<file path="src/rtl/ffa_pkg.sv">
// ----------------------------------------------------------------------------
// ffa_pkg: shared types and constants of the free-list allocator
// Holds the page constants, states, operations, decision codes, status group and result codes.
// ----------------------------------------------------------------------------
package ffa_pkg;

    localparam logic [31:0] PAGE_ROUND = 32'h0000_0fff;
    localparam logic [31:0] PAGE_MASK  = 32'hffff_f000;

    localparam logic [1:0] ST_OK    = 2'd0;
    localparam logic [1:0] ST_NOFIT = 2'd1;
    localparam logic [1:0] ST_LOST  = 2'd2;

    typedef enum logic [3:0] {
        S_IDLE, S_RD, S_CK, S_DEC, S_DN_RD, S_DN_WR, S_UP_RD, S_UP_WR, S_INS, S_FIN
    } t_state;

    typedef enum logic [3:0] {
        OP_NONE, OP_LOAD, OP_READ, OP_CHECK, OP_NOFIT, OP_DECIDE,
        OP_DN_RD, OP_DN_WR, OP_SHRINK, OP_UP_RD, OP_UP_WR, OP_INSERT, OP_FINISH
    } t_op;

    typedef enum logic [1:0] {
        DEC_DONE, DEC_REMOVE, DEC_INSERT
    } t_dec;

    typedef struct packed {
        logic is_free;
        logic at_end;
        logic ck_hit;
        logic ck_zero;
        t_dec dec;
        logic dn_end;
        logic up_end;
        logic out_free;
    } t_stat;

endpackage

</file>
<file path="src/rtl/ffa_ctrl.sv">
// ----------------------------------------------------------------------------
// ffa_ctrl: allocator sequencer
// Walks each request through scan, decision, shift and result steps.
// ----------------------------------------------------------------------------
module ffa_ctrl
    import ffa_pkg::*;
(
    input  logic  i_clk,
    input  logic  i_rst_n,
    input  logic  i_in_valid,
    output logic  o_in_ready,
    input  t_stat i_stat,
    output t_op   o_op
);
    t_state r_state, n_state;

    always_ff @(posedge i_clk) begin
        if (!i_rst_n) begin
            r_state <= S_IDLE;
        end else begin
            r_state <= n_state;
        end
    end

    always_comb begin
        n_state    = r_state;
        o_op       = OP_NONE;
        o_in_ready = 1'b0;
        case (r_state)
            S_IDLE: begin
                o_in_ready = 1'b1;
                if (i_in_valid) begin
                    o_op    = OP_LOAD;
                    n_state = S_RD;
                end
            end
            S_RD: begin
                if (i_stat.at_end) begin
                    if (i_stat.is_free) begin
                        n_state = S_DEC;
                    end else begin
                        o_op    = OP_NOFIT;
                        n_state = S_FIN;
                    end
                end else begin
                    o_op    = OP_READ;
                    n_state = S_CK;
                end
            end
            S_CK: begin
                o_op = OP_CHECK;
                if (!i_stat.ck_hit) begin
                    n_state = S_RD;
                end else if (i_stat.is_free) begin
                    n_state = S_DEC;
                end else if (i_stat.ck_zero) begin
                    n_state = S_DN_RD;
                end else begin
                    n_state = S_FIN;
                end
            end
            S_DEC: begin
                o_op = OP_DECIDE;
                case (i_stat.dec)
                    DEC_REMOVE: n_state = S_DN_RD;
                    DEC_INSERT: n_state = S_UP_RD;
                    default:    n_state = S_FIN;
                endcase
            end
            S_DN_RD: begin
                if (i_stat.dn_end) begin
                    o_op    = OP_SHRINK;
                    n_state = S_FIN;
                end else begin
                    o_op    = OP_DN_RD;
                    n_state = S_DN_WR;
                end
            end
            S_DN_WR: begin
                o_op    = OP_DN_WR;
                n_state = S_DN_RD;
            end
            S_UP_RD: begin
                if (i_stat.up_end) begin
                    n_state = S_INS;
                end else begin
                    o_op    = OP_UP_RD;
                    n_state = S_UP_WR;
                end
            end
            S_UP_WR: begin
                o_op    = OP_UP_WR;
                n_state = S_UP_RD;
            end
            S_INS: begin
                o_op    = OP_INSERT;
                n_state = S_FIN;
            end
            S_FIN: begin
                if (i_stat.out_free) begin
                    o_op    = OP_FINISH;
                    n_state = S_IDLE;
                end
            end
            default: n_state = S_IDLE;
        endcase
    end
endmodule

</file>
<file path="config.mk">
export PLATFORM = sky130hd
export DESIGN_NAME = ffa_ctrl
export DESIGN_NICKNAME = d
export VERILOG_FILES = /design/src/rtl/ffa_pkg.sv /design/src/rtl/ffa_ctrl.sv
export SDC_FILE = /design/constraint.sdc
export NUM_CORES = 1
export LEC_CHECK = 0
export BUFFER_PORTS_ARGS = -buffer_cell sky130_fd_sc_hd__buf_2
export CORE_UTILIZATION = 45
export DETAILED_ROUTE_END_ITERATION = 16
export PLACE_DENSITY = 0.69
export SYNTH_ARGS = -nofsm -noshare
export SYNTH_HDL_FRONTEND = slang
export SYNTH_SLANG_ARGS = --single-unit
export TNS_END_PERCENT = 1
</file>
<file path="constraint.sdc">
create_clock -name i_clk -period 1.2 [get_ports i_clk]
set_input_delay 0.06 -clock i_clk [delete_from_list [all_inputs] [get_ports i_clk]]
set_output_delay 0.06 -clock i_clk [all_outputs]
set_load 0.05 [all_outputs]
</file>
==> impl_results.md <==
* Mux contribution to synthesized area at 0
* Status: complete, but fails checks
* Slew margin rel. at 0.798
* Core Area at ~0.0012 sq mm
* Final hold violations at 0
* Post-DR wirelength/cell at roughly 18 microns
* Failing checks: setup timing
* Sw frac at 0.479
* Slowest-stage cell, CP: dfxtp_4
* Flip-flop and latch area at around 90 sq um
* Post-Route WL at roughly 2200 microns
* Yosys synthesis warning count at 0
* Max-cap violations at 0
* Leakage power at approximately 0.41 nW
* Worst VDD drop at roughly 0.0013 V
* Via/cell ratio at just over 6
* Clock root cell: clkbuf_4
* Synth Area in Compound Gates at 0.333
* Worst-Margin Slew at 0.302 ns
* Main combinational cell family by area after synthesis: simple AND/OR/NAND/NOR gates
* Vias in the first global route at approximately 680
* Final Critical Period at around 1.5 ns
* Syn Inst Count at 81
* Post-DP HPWL at approximately 1300 microns
* Clock skew at between 0.0015 and 0.002 ns
* Combinational share of power at 0.705
* Yosys top cell area share at 0.133
* Post-Layout Inst Area at a little under 0.001 sq mm
* Total die area at approximately 0.0015 sq mm
* Synthesis-to-layout area growth at 63.1%
* Layout Utilization at 0.842
* Commonest non-fill, non-tap cell in the layout: buf_4
* Slack of the worst reg-to-reg path at -0.21 ns
* WP data required at 1.14 ns
* Largest net degree at the start of global routing at 13
* Post-Synth XOR/XNOR Area at 0
* Largest registers: r_state: 4 flops
* Total grt overflow at 0
* Final ANT Viol Nets at 0
* Clock power frac at 0.138
* Final period util at 1.25
* N_diodes at 0
* Fmax at ~660 MHz
* Total CTS buffers at 3
* Post-Synth Simple-Gate Area at 0.398
* Sink Count at 4
* Initial antenna violation count at 0
* Sequential cell area fraction in the yosys report at 0.133
* Max reg flops at 4
* First-pass GRT wire length at roughly 3100 microns
* Hold Crit Class: input pin to register
* Distinct cells, synth at 39
* Cell Rows at 12
* Post-route setup slack at -0.306 ns
* Worst-path fanout max at 12
* Total power at 1.41 mW
* Routability Congestion at around 0.83
* Clk buf depth at 2
* Share of layout cells above drive strength 1 at 0.582
* Total track usage at 0.302
* Synth Register Bits at 4
* CP peak stage delay at about 0.45 ns
* Critical path class: register to output pin
* Final Setup Violations at 9
* DR pass1 iterations at 5
* Most frequent cells in the layout: buf_4 (16), buf_2 (11), nor2b_1 (7)
* Post-route DRC at 0
* CTS tree: built
* Initial Util at 0.516
* DR vias at around 750
* Clock Latency Late Sink at approximately 0.25 ns
* Most flop-heavy register: r_state
* Post-Synth Adder-Cell Area at 0.0207
* Synth Cell Area at 604 sq um
* H-tree Lvls at 1
* CP endpoint kind: output pin
* Seq pwr share at 0.158
* Synth area leader: dfxtp_1
* Cell internal pwr at ~0.74 mW
* Max-slew violations at 0
* Die Span X at 38.6 microns
* Syn avg cell area at approximately 7.5 sq um
* IO buf count at 16
* Top Ports at 17
* Post-CTS Hold Buffers at 0
* Final #Nets at 125
* RSZ-0062 raised after global routing: yes
* Die height at ~39 microns
* Crit path cell chain: and2b_2 -> a21boi_2 -> o31ai_4 -> buf_6
* Clock Pin Slew Worst Setup and Hold Paths at around 0.050 ns
* Critical Path AT at 1.45 ns
* Syn Nets at 94
* P_sw at ~0.68 mW
* Fillcell total at approximately 70
* Top post-synthesis cells by area: dfxtp_1 (13%), nor2b_1 (8.3%), buf_6 (7.5%), nand2b_1 (7.2%), a21oi_1 (4.1%)
* Cell Pwr Density at approximately 1400 mW/mm^2
* DRT iter0 DRCs at 21
* Area of the multi-input gates at 594 sq um
* Placed cell area at between 800 and 900 sq um
* CP startpoint kind: register
==> cell type report <==
cell class	instances	share of cell area
clock buffers	3	0.0228
inverters	2	0.00761
multi-input cells	68	0.603
flip-flops and latches	4	0.0939
well taps	14	0.0178
repair buffers	33	0.255
==> repair_timing <==
item | in CTS | in global routing
gates resized for setup | 23 | 13
gates cloned | 0 | 0
pin swaps | 2 | 3
setup buffers | 2 | 0
endpoints found under the setup margin | 9 | 9
==> logic make-up after synthesis <==
kind of cell             after synthesis
AND/OR/NAND/NOR                       39
AO/OA/AOI/OAI                         28
buffers and inverters                  9
flip-flops                             4
adder cells (fa/ha/maj)                1
==> through the flow <==
stage | hold WS [ns] | setup WS [ns] | TNS (ns) | cells
finish | 0.0719 | -0.306 | -1.89 | 124
global route | 0.0668 | -0.347 | -2.17 | 124
CTS | 0.0688 | -0.338 | -1.80 | 125
detailed placement | 0.321 | -0.280 | -1.55 | 120
global placement | 0.325 | -0.233 | -1.42 | 120
floorplan | 0.178 | -0.202 | -0.847 | 81
==> power by group through the flow <==
stage                     logic, mW  registers, mW  clock network (mW)
final                         0.994          0.222               0.194
after global routing           1.04          0.224               0.203
after CTS                     0.989          0.186               0.189
after detailed placement      0.862          0.185                   0
after global placement        0.849          0.184                   0
after floorplan               0.638          0.176                   0
==> critical path, delay by kind of cell (launching register included) <==
kind            cells  cell delay, ns
compound gates      2            0.33
buf+inv             1            0.19
flops               1            0.45
simple gates        1            0.23
==> per-layer routing <==
| metal | global-route usage | vias up | wire, microns |
|---|---|---|---|
| met5 | 0 | - | 0 |
| met4 | 0.112 | 0 | 35 |
| met3 | 0.0289 | 4 | 104 |
| met2 | 0.513 | 33 | 1090 |
| met1 | 0.388 | 363 | 954 |
| li1 | - | 352 | - |
==> path summary, 6_finish.rpt <==
kind	start	endpoint	cells after the start
worst max register to register	r_state[1]$_SDFFE_PN0P_	r_state[3]$_SDFFE_PN0P_	5
worst min-delay path	i_rst_n	r_state[3]$_SDFFE_PN0P_	2
worst min register to register	r_state[3]$_SDFFE_PN0P_	r_state[1]$_SDFFE_PN0P_	2
worst max-delay path	r_state[0]$_SDFFE_PN0P_	o_op[2]	4
==> cell usage after synthesis (all sizes together) <==
| cell | n |
|---|---|
| and2 | 1 |
| nor2b | 8 |
| o22a | 1 |
| o21bai | 1 |
| a31oi | 1 |
| or3 | 1 |
| nand3b | 2 |
| inv | 2 |
| a22oi | 1 |
| a2111oi | 1 |
| o31a | 1 |
| o211ai | 1 |
| and3b | 1 |
| ha | 1 |
| a21oi | 5 |
| o21ai | 6 |
| nor3 | 1 |
| and2b | 2 |
| o21a | 2 |
| nand2 | 6 |
| nand3 | 2 |
| nor2 | 5 |
| buf | 7 |
| nor3b | 2 |
| a211oi | 1 |
| o22ai | 1 |
| nor4 | 1 |
| o31ai | 1 |
| a221o | 1 |
| a21boi | 2 |
| a221oi | 2 |
| dfxtp | 4 |
| nand2b | 7 |
Power figures use the tool's default switching activity.
